==> config.mk <==
export PLATFORM = sky130hd
export DESIGN_NAME = utf8_to_unicode_escape_core
export DESIGN_NICKNAME = d
export VERILOG_FILES = /design/src/hw/rtl/u2ue_pkg.sv /design/src/hw/rtl/u2ue_front.sv /design/src/hw/rtl/u2ue_fifo.sv /design/src/hw/rtl/u2ue_back.sv /design/src/hw/rtl/utf8_to_unicode_escape_core.sv
export VERILOG_INCLUDE_DIRS = /design/src /design/src/hw/rtl
export SDC_FILE = /design/constraint.sdc
export NUM_CORES = 1
export LEC_CHECK = 0
export BUFFER_PORTS_ARGS = -buffer_cell sky130_fd_sc_hd__buf_4
export CORE_MARGIN = 2
export CORE_UTILIZATION = 60
export DETAILED_ROUTE_END_ITERATION = 10
export HOLD_SLACK_MARGIN = 0.02
export MAX_ROUTING_LAYER = met4
export PLACE_DENSITY = 0.77
export RECOVER_POWER = 25
export SYNTH_ARGS = -nofsm -noshare
export SYNTH_HDL_FRONTEND = slang
export SYNTH_SLANG_ARGS = --single-unit
==> constraint.sdc <==
create_clock -name clk -period 21.4 [get_ports clk]
set_input_delay 2.14 -clock clk [delete_from_list [all_inputs] [get_ports clk]]
set_output_delay 2.14 -clock clk [all_outputs]
set_load 0.1 [all_outputs]
==> src/hw/rtl/utf8_to_unicode_escape_core_assert.svh <==
// assertion macros for the utf-8 to unicode escape core
`ifndef UTF8_TO_UNICODE_ESCAPE_CORE_ASSERT_SVH
`define UTF8_TO_UNICODE_ESCAPE_CORE_ASSERT_SVH

// check a property on every rising clock edge outside reset
`define U2UE_ASSERT(label, prop, msg) \
  label: assert property (@(posedge clk) disable iff (!rst_n) prop) else $error(msg);

// check that a condition implies another one in the next cycle
`define U2UE_ASSERT_NEXT(label, ante, cons, msg) \
  label: assert property (@(posedge clk) disable iff (!rst_n) (ante) |=> (cons)) else $error(msg);

`endif

==> src/hw/rtl/u2ue_pkg.sv <==
// shared types, constants and helper functions for the utf-8 to unicode escape core
package u2ue_pkg;

  localparam int QUEUE_DEPTH_DEF = 4;
  localparam int ESC_LEN         = 6;

  localparam logic [15:0] UNIT_LOW_LIMIT  = 16'h0020;
  localparam logic [15:0] UNIT_HIGH_LIMIT = 16'h007E;
  localparam logic [15:0] HIGH_SURR_BASE  = 16'hD800;
  localparam logic [15:0] LOW_SURR_BASE   = 16'hDC00;
  localparam logic [20:0] SUPP_BASE       = 21'h10000;

  localparam logic [7:0] CHAR_BACKSLASH = 8'h5C;
  localparam logic [7:0] CHAR_LOWER_U   = 8'h75;
  localparam logic [7:0] CHAR_DIGIT_0   = 8'h30;
  localparam logic [7:0] CHAR_LOWER_A   = 8'h61;

  // one utf-16 unit on its way from front to back
  typedef struct packed {
    logic [15:0] unit;
    logic        last;
    logic        done;
  } unit_beat_t;

  typedef enum logic [1:0] {
    FS_IDLE,
    FS_DECODE,
    FS_LOW
  } front_state_t;

  // followers a lead byte calls for, zero for any other byte
  function automatic logic [1:0] followers_of(input logic [7:0] c);
    logic [1:0] f;
    f = 2'd0;
    if (c[7:5] == 3'b110) f = 2'd1;
    else if (c[7:4] == 4'hE) f = 2'd2;
    else if (c[7:3] == 5'h1E) f = 2'd3;
    return f;
  endfunction

  function automatic logic needs_escape(input logic [15:0] u);
    return (u < UNIT_LOW_LIMIT) || (u > UNIT_HIGH_LIMIT);
  endfunction

  // lower-case hex digit
  function automatic logic [7:0] hex_char(input logic [3:0] n);
    logic [7:0] ch;
    if (n < 4'd10) ch = CHAR_DIGIT_0 + {4'b0, n};
    else ch = CHAR_LOWER_A + {4'b0, n - 4'd10};
    return ch;
  endfunction

endpackage

==> src/hw/rtl/u2ue_front.sv <==
// front end: gathers utf-8 sequences and decodes runs into utf-16 units
module u2ue_front (
  input  logic                  clk,
  input  logic                  rst_n,
  input  logic                  in_valid,
  output logic                  in_ready,
  input  logic [7:0]            in_text_byte,
  input  logic                  in_end_of_text,
  output logic                  q_push,
  output u2ue_pkg::unit_beat_t  q_data,
  input  logic                  q_full
);
  import u2ue_pkg::*;

  front_state_t state_r, state_nxt;

  logic [7:0] lead_r;
  logic [1:0] count_r;
  logic       open_r;
  logic [7:0] pend_r [3];

  logic [7:0] run_r [4];
  logic [2:0] len_r;
  logic [2:0] pos_r;
  logic       done_r;
  logic [15:0] low_r;

  // intake classification
  logic       accept;
  logic       start_run;
  logic       open_seq;
  logic       gather;
  logic [1:0] need;
  logic [2:0] have1;
  logic [7:0] run_nxt [4];
  logic [2:0] len_nxt;

  // run decoder at the current position
  logic [7:0]  dec_c, dec_b1, dec_b2, dec_b3;
  logic [1:0]  dec_f;
  logic        dec_ok;
  logic [20:0] dec_cp;
  logic [20:0] dec_v;
  logic [2:0]  pos_adv;
  logic        is_supp;
  logic        run_end;
  logic        low_end;
  logic [15:0] hi_unit, lo_unit;
  logic        finish;

  always_comb begin
    need      = followers_of(lead_r);
    have1     = {1'b0, count_r} + 3'd1;
    start_run = 1'b0;
    open_seq  = 1'b0;
    gather    = 1'b0;
    len_nxt   = 3'd1;
    run_nxt[0] = in_text_byte;
    for (int k = 0; k < 3; k++) begin
      run_nxt[k+1] = (count_r == k[1:0]) ? in_text_byte : pend_r[k];
    end
    if (open_r) begin
      run_nxt[0] = lead_r;
      len_nxt    = have1 + 3'd1;
      if ((have1 >= {1'b0, need}) || in_end_of_text) start_run = 1'b1;
      else gather = 1'b1;
    end else if ((followers_of(in_text_byte) != 2'd0) && !in_end_of_text) begin
      open_seq = 1'b1;
    end else begin
      start_run = 1'b1;
    end
  end

  always_comb begin
    dec_c   = run_r[pos_r[1:0]];
    dec_b1  = run_r[pos_r[1:0] + 2'd1];
    dec_b2  = run_r[pos_r[1:0] + 2'd2];
    dec_b3  = run_r[pos_r[1:0] + 2'd3];
    dec_f   = followers_of(dec_c);
    dec_ok  = (dec_f != 2'd0) && ((pos_r + {1'b0, dec_f}) < len_r);
    dec_cp  = {13'b0, dec_c};
    pos_adv = pos_r + 3'd1;
    if (dec_ok) begin
      pos_adv = pos_r + {1'b0, dec_f} + 3'd1;
      case (dec_f)
        2'd1:    dec_cp = {10'b0, dec_c[4:0], dec_b1[5:0]};
        2'd2:    dec_cp = {5'b0, dec_c[3:0], dec_b1[5:0], dec_b2[5:0]};
        2'd3:    dec_cp = {dec_c[2:0], dec_b1[5:0], dec_b2[5:0], dec_b3[5:0]};
        default: dec_cp = {13'b0, dec_c};
      endcase
    end
    is_supp = dec_cp[20:16] != 5'd0;
    dec_v   = dec_cp - SUPP_BASE;
    hi_unit = HIGH_SURR_BASE + {5'b0, dec_v[20:10]};
    lo_unit = LOW_SURR_BASE + {6'b0, dec_v[9:0]};
    run_end = pos_adv >= len_r;
    low_end = pos_r >= len_r;
  end

  // outputs
  always_comb begin
    q_push      = 1'b0;
    q_data.unit = dec_cp[15:0];
    q_data.last = 1'b0;
    q_data.done = 1'b0;
    finish      = 1'b0;
    case (state_r)
      FS_DECODE: begin
        q_push      = !q_full;
        q_data.unit = is_supp ? hi_unit : dec_cp[15:0];
        q_data.last = !is_supp && run_end;
        q_data.done = !is_supp && run_end && done_r;
        finish      = q_push && !is_supp && run_end;
      end
      FS_LOW: begin
        q_push      = !q_full;
        q_data.unit = low_r;
        q_data.last = low_end;
        q_data.done = low_end && done_r;
        finish      = q_push && low_end;
      end
      default: begin
        q_push = 1'b0;
      end
    endcase
    in_ready = (state_r == FS_IDLE) || finish;
  end

  assign accept = in_valid && in_ready;

  // next state
  always_comb begin
    state_nxt = state_r;
    case (state_r)
      FS_IDLE: begin
        if (accept && start_run) state_nxt = FS_DECODE;
      end
      FS_DECODE: begin
        if (q_push) begin
          if (is_supp) state_nxt = FS_LOW;
          else if (run_end) state_nxt = (accept && start_run) ? FS_DECODE : FS_IDLE;
        end
      end
      FS_LOW: begin
        if (q_push) begin
          if (low_end) state_nxt = (accept && start_run) ? FS_DECODE : FS_IDLE;
          else state_nxt = FS_DECODE;
        end
      end
      default: state_nxt = FS_IDLE;
    endcase
  end

  always_ff @(posedge clk) begin
    if (!rst_n) begin
      state_r <= FS_IDLE;
      lead_r  <= 8'd0;
      count_r <= 2'd0;
      open_r  <= 1'b0;
    end else begin
      state_r <= state_nxt;
      if (accept) begin
        if (open_seq) begin
          lead_r  <= in_text_byte;
          count_r <= 2'd0;
          open_r  <= 1'b1;
        end else if (gather && !in_end_of_text) begin
          count_r <= have1[1:0];
        end else begin
          lead_r  <= 8'd0;
          count_r <= 2'd0;
          open_r  <= 1'b0;
        end
      end
    end
  end

  always_ff @(posedge clk) begin
    if (accept && gather) pend_r[count_r] <= in_text_byte;
    // a new run only starts while idle or on the last unit of the old one, so no low half is pending
    if (accept && start_run) begin
      for (int k = 0; k < 4; k++) run_r[k] <= run_nxt[k];
      len_r  <= len_nxt;
      pos_r  <= 3'd0;
      done_r <= in_end_of_text;
    end else if (state_r == FS_DECODE && q_push) begin
      pos_r <= pos_adv;
      low_r <= lo_unit;
    end
  end

endmodule

==> src/hw/rtl/u2ue_fifo.sv <==
// small unit queue between front and back
module u2ue_fifo #(
  parameter int DEPTH = u2ue_pkg::QUEUE_DEPTH_DEF
) (
  input  logic                  clk,
  input  logic                  rst_n,
  input  logic                  push,
  input  u2ue_pkg::unit_beat_t  push_data,
  output logic                  full,
  input  logic                  pop,
  output u2ue_pkg::unit_beat_t  head,
  output logic                  head_valid
);
  import u2ue_pkg::*;

  localparam int AW = (DEPTH > 1) ? $clog2(DEPTH) : 1;
  localparam int CW = $clog2(DEPTH + 1);

  unit_beat_t    mem_r [DEPTH];
  logic [AW-1:0] wr_ptr_r, rd_ptr_r;
  logic [CW-1:0] count_r, count_nxt;

  function automatic logic [AW-1:0] ptr_inc(input logic [AW-1:0] p);
    return (p == AW'(DEPTH - 1)) ? '0 : p + AW'(1);
  endfunction

  assign full       = count_r == CW'(DEPTH);
  assign head_valid = count_r != '0;
  assign head       = mem_r[rd_ptr_r];

  always_comb begin
    count_nxt = count_r;
    if (push && !pop) count_nxt = count_r + CW'(1);
    else if (pop && !push) count_nxt = count_r - CW'(1);
  end

  always_ff @(posedge clk) begin
    if (!rst_n) begin
      wr_ptr_r <= '0;
      rd_ptr_r <= '0;
      count_r  <= '0;
    end else begin
      count_r <= count_nxt;
      if (push) wr_ptr_r <= ptr_inc(wr_ptr_r);
      if (pop) rd_ptr_r <= ptr_inc(rd_ptr_r);
    end
  end

  always_ff @(posedge clk) begin
    if (push) mem_r[wr_ptr_r] <= push_data;
  end

endmodule

==> src/hw/rtl/u2ue_back.sv <==
// back end: expands utf-16 units into plain or escaped ascii characters
module u2ue_back (
  input  logic                  clk,
  input  logic                  rst_n,
  input  logic                  q_valid,
  input  u2ue_pkg::unit_beat_t  q_data,
  output logic                  q_pop,
  output logic                  out_valid,
  input  logic                  out_ready,
  output logic [7:0]            out_char,
  output logic                  out_last_of_run,
  output logic                  out_text_done
);
  import u2ue_pkg::*;

  localparam logic [2:0] POS_SLASH = 3'd0;
  localparam logic [2:0] POS_U     = 3'd1;
  localparam logic [2:0] POS_HEX3  = 3'd2;
  localparam logic [2:0] POS_HEX2  = 3'd3;
  localparam logic [2:0] POS_HEX1  = 3'd4;
  localparam logic [2:0] POS_FINAL = 3'(ESC_LEN - 1);

  logic [2:0] idx_r;
  logic       out_valid_r;
  logic [7:0] out_char_r;
  logic       out_last_r;
  logic       out_done_r;

  logic       esc;
  logic       final_char;
  logic       load;
  logic [7:0] ch;

  always_comb begin
    esc        = needs_escape(q_data.unit);
    final_char = !esc || (idx_r == POS_FINAL);
    ch         = q_data.unit[7:0];
    if (esc) begin
      case (idx_r)
        POS_SLASH: ch = CHAR_BACKSLASH;
        POS_U:     ch = CHAR_LOWER_U;
        POS_HEX3:  ch = hex_char(q_data.unit[15:12]);
        POS_HEX2:  ch = hex_char(q_data.unit[11:8]);
        POS_HEX1:  ch = hex_char(q_data.unit[7:4]);
        default:   ch = hex_char(q_data.unit[3:0]);
      endcase
    end
  end

  assign load  = q_valid && (!out_valid_r || out_ready);
  assign q_pop = load && final_char;

  always_ff @(posedge clk) begin
    if (!rst_n) begin
      idx_r       <= POS_SLASH;
      out_valid_r <= 1'b0;
    end else begin
      if (load) begin
        out_valid_r <= 1'b1;
        idx_r       <= final_char ? POS_SLASH : idx_r + 3'd1;
      end else if (out_ready) begin
        out_valid_r <= 1'b0;
      end
    end
  end

  always_ff @(posedge clk) begin
    if (load) begin
      out_char_r <= ch;
      out_last_r <= final_char && q_data.last;
      out_done_r <= final_char && q_data.done;
    end
  end

  assign out_valid       = out_valid_r;
  assign out_char        = out_char_r;
  assign out_last_of_run = out_last_r;
  assign out_text_done   = out_done_r;

endmodule

==> src/hw/rtl/utf8_to_unicode_escape_core.sv <==
// top level of the utf-8 to unicode escape core: front end, unit queue and back end
//
// converts a utf-8 byte stream into escaped ascii text, one byte per input beat and one
// character per output beat. the front end takes bytes while idle: a lead byte or a
// follower opens or extends a sequence with no output; a finished run is decoded into
// utf-16 units, two for a surrogate pair, pushed while the queue is not full, and the
// next byte is taken in the cycle the last unit of a run enters the queue, so plain ascii
// flows at one byte per cycle. the back end turns each queued unit into one character, or
// into six (backslash, u, four lower-case hex digits) for units below 0x20 or above 0x7e,
// at one character per cycle while out_ready is high; its single output register sets the
// sustained output rate. an unfinished sequence at end of text is flushed as its lead byte
// followed by a fresh decode of the gathered bytes, at most 18 characters.
`include "utf8_to_unicode_escape_core_assert.svh"

module utf8_to_unicode_escape_core #(
  parameter int QUEUE_DEPTH = u2ue_pkg::QUEUE_DEPTH_DEF
) (
  input  logic       clk,
  input  logic       rst_n,
  input  logic       in_valid,
  output logic       in_ready,
  input  logic [7:0] in_text_byte,
  input  logic       in_end_of_text,
  output logic       out_valid,
  input  logic       out_ready,
  output logic [7:0] out_char,
  output logic       out_last_of_run,
  output logic       out_text_done
);
  import u2ue_pkg::*;

  // front to queue
  logic       q_push;
  unit_beat_t q_push_data;
  logic       q_full;
  // queue to back
  logic       q_pop;
  unit_beat_t q_head;
  logic       q_valid;

  // byte intake, sequence gathering and run decode
  u2ue_front u_front (
    .clk            (clk),
    .rst_n          (rst_n),
    .in_valid       (in_valid),
    .in_ready       (in_ready),
    .in_text_byte   (in_text_byte),
    .in_end_of_text (in_end_of_text),
    .q_push         (q_push),
    .q_data         (q_push_data),
    .q_full         (q_full)
  );

  // decouples the decoder from the character output
  u2ue_fifo #(
    .DEPTH (QUEUE_DEPTH)
  ) u_fifo (
    .clk        (clk),
    .rst_n      (rst_n),
    .push       (q_push),
    .push_data  (q_push_data),
    .full       (q_full),
    .pop        (q_pop),
    .head       (q_head),
    .head_valid (q_valid)
  );

  // unit expansion into output beats
  u2ue_back u_back (
    .clk             (clk),
    .rst_n           (rst_n),
    .q_valid         (q_valid),
    .q_data          (q_head),
    .q_pop           (q_pop),
    .out_valid       (out_valid),
    .out_ready       (out_ready),
    .out_char        (out_char),
    .out_last_of_run (out_last_of_run),
    .out_text_done   (out_text_done)
  );

  // the front end never pushes into a full queue
  `U2UE_ASSERT(a_no_push_when_full, q_push |-> !q_full, "unit pushed into full queue")
  // the back end only pops a unit that is there
  `U2UE_ASSERT(a_no_pop_when_empty, q_pop |-> q_valid, "unit popped from empty queue")
  // end of text always closes the run of its byte
  `U2UE_ASSERT(a_done_marks_last, out_valid && out_text_done |-> out_last_of_run,
    "text end flagged on a character that does not end its run")
  // an output beat that is not taken stays put with its payload
  `U2UE_ASSERT_NEXT(a_out_held, out_valid && !out_ready,
    out_valid && $stable(out_char) && $stable(out_last_of_run) && $stable(out_text_done),
    "output beat changed before it was taken")

endmodule
# Word-level counts from Yosys, hierarchy flattened
# Memories as Yosys holds them, arrays and structs flattened. A register that Yosys moved wholly into a read port is not among the register bits.
# Index checks and enable logic that the tools add are counted.
# op_classes
addsub	28
n_lt_le_gt_ge	10
n_eq_ne	29
n_mux	65
bitwise_logic	1
n_reduce_logical	44
# ops
operator	count
8-bit 2-to-1 mux	11
21-bit case mux with 3 select lines	1
2-bit 2-to-1 mux	24
8-bit case mux with 5 select lines	1
18-bit case mux with 2 select lines	1
7-bit by 4-bit adder with 8-bit output (first input constant)	4
6-bit by 4-bit adder with 7-bit output (first input constant)	4
21-bit 2-to-1 mux	1
21-bit by 17-bit subtractor with 21-bit output (second input constant)	1
1-bit logical AND	19
1-bit 2-to-1 mux	19
3-bit equality test (second input constant)	6
15-bit by 11-bit adder with 16-bit output (first input constant)	1
15-bit by 12-bit adder with 16-bit output (first input constant)	1
16-bit by 7-bit > comparator with 1-bit output (second input constant)	1
16-bit by 6-bit less-than comparator with 1-bit output (second input constant)	1
4-bit less-than comparator (second input constant)	4
16-bit 2-to-1 mux	1
4-bit subtractor (second input constant)	4
3-bit by 1-bit adder with 3-bit output (second input constant)	5
5-bit equality test (second input constant)	3
2-bit equality test (second input constant)	6
4-bit equality test (second input constant)	3
3-bit 2-to-1 mux	4
27 further kinds	51
# word_totals
ff_bits	57
ramBits	128
memories	3
# memory_table
memory	words	width	rd	rd_ports_with_merged_regs	wr	line_no	rtl
u_fifo.mem_r	4	18	1	1	1	u2ue_fifo.sv:19	unit_beat_t mem_r [DEPTH];
u_front.run_r	4	8	4	1	4	u2ue_front.sv:22	logic [7:0] run_r [4];
u_front.pend_r	3	8	3	0	1	u2ue_front.sv:20	logic [7:0] pend_r [3];

# Depth between registers and ports, before layout
# logic_depth
depth_word	21
depth_mapped	29

# Cells and area by module
# A second synthesis with hierarchy kept.
# hier_totals
cells_unflattened	778
area_unflattened_um2	9955.8
# modules_own_cells
mod	instances	cells_each	area_each_um2
u2ue_front	1	469	5325.1
u2ue_fifo	1	138	3098.0
u2ue_back	1	171	1532.7

# Least setup slack after synthesis
# Ideal clock, no wire load.
# synth_path
kind	reg-to-reg
startpoint	reg (tool-made name)
endpoint	reg u_front.low_r[0], enable pin
arrival_ns	7.660
t_required_ns	20.944
path_slack_ns	13.284
stages_incl_launch_ff	26
n_path_buf	3
synth_period_minus_slack_ns	8.116
path_cell_list	dfxtp_1 buf_6 mux4_2 or2b_1 a21oi_1 ha_1 inv_1 fa_1 inv_1 ha_1 a21o_1 a2111o_1 buf_6 buf_6 nand2_1 o21ai_0 ha_1 or3_1 nand2_1 xor2_1 ha_1 nand2_1 o21ai_0 o2111ai_1 a21oi_1 nor2_1
# synth_lines
item	line_no	rtl
end signal, assigned	u2ue_front.sv:188	low_r <= lo_unit;
end, declared	u2ue_front.sv:26	logic [15:0] low_r;

==> run metrics <==
critical path startpoint category=flop; postcts setup bufs=0; Starting Density=61.5%; 1st-iter DRT viols=497; total grt overflow=0; pins over their slew limit=0; antenna viol nets, final=0; Worst Path Arrival=6730 ps; Worst Path Required=19260 ps; # setup viols final=0; CP Capture Type=primary output; Slowest-stage cell, CP=a2111o_1; slowest cell delay on critical path=700 ps; Layout Skew=15.8 ps; Fillers=1168; max_cap viols=0; Synth Flop Type=edfxtp_1; f_max=113 MHz; Async SR Flop Fraction=0%; Global Route Usage Sum=25.6%; Net count, final=873; # hold bufs at CTS=0; min-delay worst type=flop to flop; switching share of total power=38.4%; cell area after synthesis=9760 um2; CTS resizes=0; Net Count, Synth=858; FF-to-FF setup slack=14370 ps; leading area contributor after synthesis=edfxtp_1; Synth area leaders=edfxtp_1 47%, mux4_2 7.4%, dfxtp_1 6.4%; Tmin final=8870 ps; Seq cells post-synth=183; period utilization=41.5%; Yosys warnings=0; post-synthesis sequential area ratio=53.1%; Pint=0.778 mW; number of global-route vias before repair=6460; drt pass-1 iters=5; number of port buffers=24; Post-Syn Area per Cell=12.3 um2; Worst VDD drop=0.103 mV; Core Area=15900 um2; largest net degree at the start of global routing=42; Max FO, Critical Path=22; clock network power share=23.0%; Root Driver=clkbuf_16; num rows=46; RSZ-0062 raised after global routing=no; global-route wire length before repair=33300 um; die outline height=132 um; share of layout cells above drive strength 1=16.2%; initial antenna violation count=0; WHS=461 ps; H-tree level count=4; die area=17300 um2; Post-Route WL=20500 um; Reg2Reg Depth=23; TritonCTS sink count=183; Critical Path Stages=22; Post-synth EDFFs=152; Inserted Clock Buffers=17; via count=6436; CP Capture Point=in_ready; Area Overhead vs Synth=8.75%; Synth top area share=46.8%; io pins=25; Placer Congestion=1.01; commonest cells in the netlist=152 x edfxtp_1, 73 x nand2_1, 62 x a21oi_1; status=finished clean; DR WL/cell=19.8 um; diode count=0; worst slew pin tran=1140 ps; Avg Vias per Cell=6.20; Final Hold Viols=0; pwr/cell area=119 nW/um2; Final TNS setup=0 ps; Worst R2R End=u_front.pend_r[2][5]; clk buf depth=2; clk slew on worst S/H paths=60 ps; unique cell type count in the Yosys netlist=71; sequential share of power=38.8%; Comb pwr share=38.3%; dominant cell by count in the synthesized netlist=edfxtp_1; critical path buffer and inverter count=3; Post-Syn Instances=794; Leak=3.72 nW; worst-path cell chain=mux4_2 -> or2b_1 -> a21oi_1 -> ha_1 -> inv_1 -> fa_1 -> inv_1 -> ha_1 -> a21o_1 -> a2111o_1 -> nand2_1 -> o21ai_0 -> ha_1 -> or3_1 -> nand2_1 -> xor2_1 -> ha_1 -> nand2_1 -> o21ai_0 -> o2111ai_1 -> nand2_1 -> buf_4; P_sw=0.485 mW; Skew-Pair Late Insertion Delay=430 ps; cell family with most CP delay=compound AO/OA/AOI/OAI gates; Setup CP Type=flop to primary output; Relative slew margins=23.2%; CTS tree=yes; Die W=132 um; Post-DP HPWL=15200 um; DR DRC count=0
per-layer routing:
layer	global-route usage (%)	routed length (um)	part of all wire, %	up-vias
li1	-	-	-	3027
met1	28.5	8050	39	3139
met2	45.3	10900	53	218
met3	4.75	873	4.3	52
met4	10.4	705	3.4	0
met5	-	0	0	-
layout make-up:
cell class	count	area, um2	area share (%)
clock inverter	11	87.6	0.825
timing repair buffer	30	191	1.80
tap	216	270	2.55
multi-input combinational	531	4250	40.0
inverter	46	173	1.63
clock buffer	21	460	4.34
sequential	183	5180	48.8
sequential cells by signal (all words and copies together), names as in the netlist, named ones only:
register and flops:
u_front.state_r 2, u_fifo.count_r 3, u_fifo.mem_r 72, u_back.out_valid 1
u_front.len_r 3, u_front.run_r 32, u_back.idx_r 3, u_front.pend_r 24
u_front.done_r 1, u_front.pos_r 3, u_back.out_last_of_run 1, u_front.low_r 10
u_front.open_r 1, u_fifo.wr_ptr_r 2, u_back.out_text_done 1, u_fifo.rd_ptr_r 2
u_back.out_char 8, u_front.count_r 2, u_front.lead_r 8
worst min-delay path by stage:
stage | start | end | slack [ps] | cells past startpoint
final | u_front.lead_r[1] | u_front.lead_r[1] | 460 | 2
after floorplan | u_front.lead_r[0] | u_front.lead_r[0] | 430 | 2
after global placement | u_front.lead_r[0] | u_front.lead_r[0] | 440 | 2
after global routing | u_front.lead_r[1] | u_front.lead_r[1] | 490 | 2
after CTS | u_front.lead_r[1] | u_front.lead_r[1] | 460 | 2
after detailed placement | u_front.lead_r[0] | u_front.lead_r[0] | 450 | 2
metrics by stage:
| stage | utilization, % | area, um2 | power, mW | cells | setup WS [ps] |
|---|---|---|---|---|---|
| after floorplan | - | 9760 | 0.861 | 794 | 13280 |
| final | 66.8 | 10600 | 1.26 | 1038 | 12530 |
| after CTS | 67.0 | 10700 | 1.27 | 1038 | 12510 |
| after detailed placement | 63.6 | 10100 | 0.975 | 1006 | 12990 |
| after global routing | 66.8 | 10600 | 1.33 | 1038 | 12010 |
| after global placement | 63.6 | 10100 | 0.957 | 1006 | 13140 |
cell families after synthesis:
family                   Yosys count  synth area share, %
buffers and inverters             80                 3.47
multiplexers                      85                 13.5
AND/OR/NAND/NOR                  212                 10.5
AO/OA/AOI/OAI                    164                 11.0
adder cells (fa/ha/maj)           51                 6.77
XOR/XNOR                          18                 1.61
other                              1               0.0384
flip-flops                       183                 53.1
worst reg2reg max path, cell delays in order (launching register included):
cell	delay, ps
dfxtp_1	630
mux4_2	670
or2b_1	270
a21oi_1	190
ha_1	180
inv_1	50
fa_1	490
inv_1	50
ha_1	270
a21o_1	200
a2111o_1	700
nand2_1	150
o21ai_0	150
ha_1	270
or3_1	360
nand2_1	90
xor2_1	70
ha_1	300
nand2_1	60
o21ai_0	400
nand3_1	130
o221a_2	360
nor2_1	200
and2_1	430
cell usage in the layout, fill, tap and decap left out, drive strengths merged, types with 3 or more instances in the layout:
| cell | instances |
|---|---|
| a211oi | 7 |
| a21oi | 62 |
| a221o | 8 |
| a22oi | 8 |
| a2bb2oi | 4 |
| a31oi | 6 |
| a32oi | 4 |
| and2 | 10 |
| and3 | 10 |
| buf | 21 |
| clkbuf | 30 |
| clkinv | 4 |
| dfxtp | 31 |
| edfxtp | 152 |
| fa | 3 |
| ha | 48 |
| inv | 51 |
| mux2 | 39 |
| mux2i | 13 |
| mux4 | 33 |
| nand2 | 73 |
| nand2b | 8 |
| nand3 | 20 |
| nand3b | 5 |
| nand4 | 3 |
| nor2 | 49 |
| nor2b | 9 |
| nor3 | 6 |
| nor4 | 3 |
| o21ai | 28 |
| o22ai | 7 |
| o32ai | 4 |
| or2 | 6 |
| or3 | 4 |
| xnor2 | 7 |
| xor2 | 11 |
power groups by stage:
stage                     clock network [mW]  registers, mW  logic (mW)
final                                  0.290          0.490       0.484
after global routing                   0.310          0.496       0.523
after CTS                              0.296          0.490       0.480
after detailed placement                   0          0.498       0.477
after global placement                     0          0.493       0.465
after floorplan                            0          0.560       0.301
No activity file was read; power rests on OpenSTA's default activity.
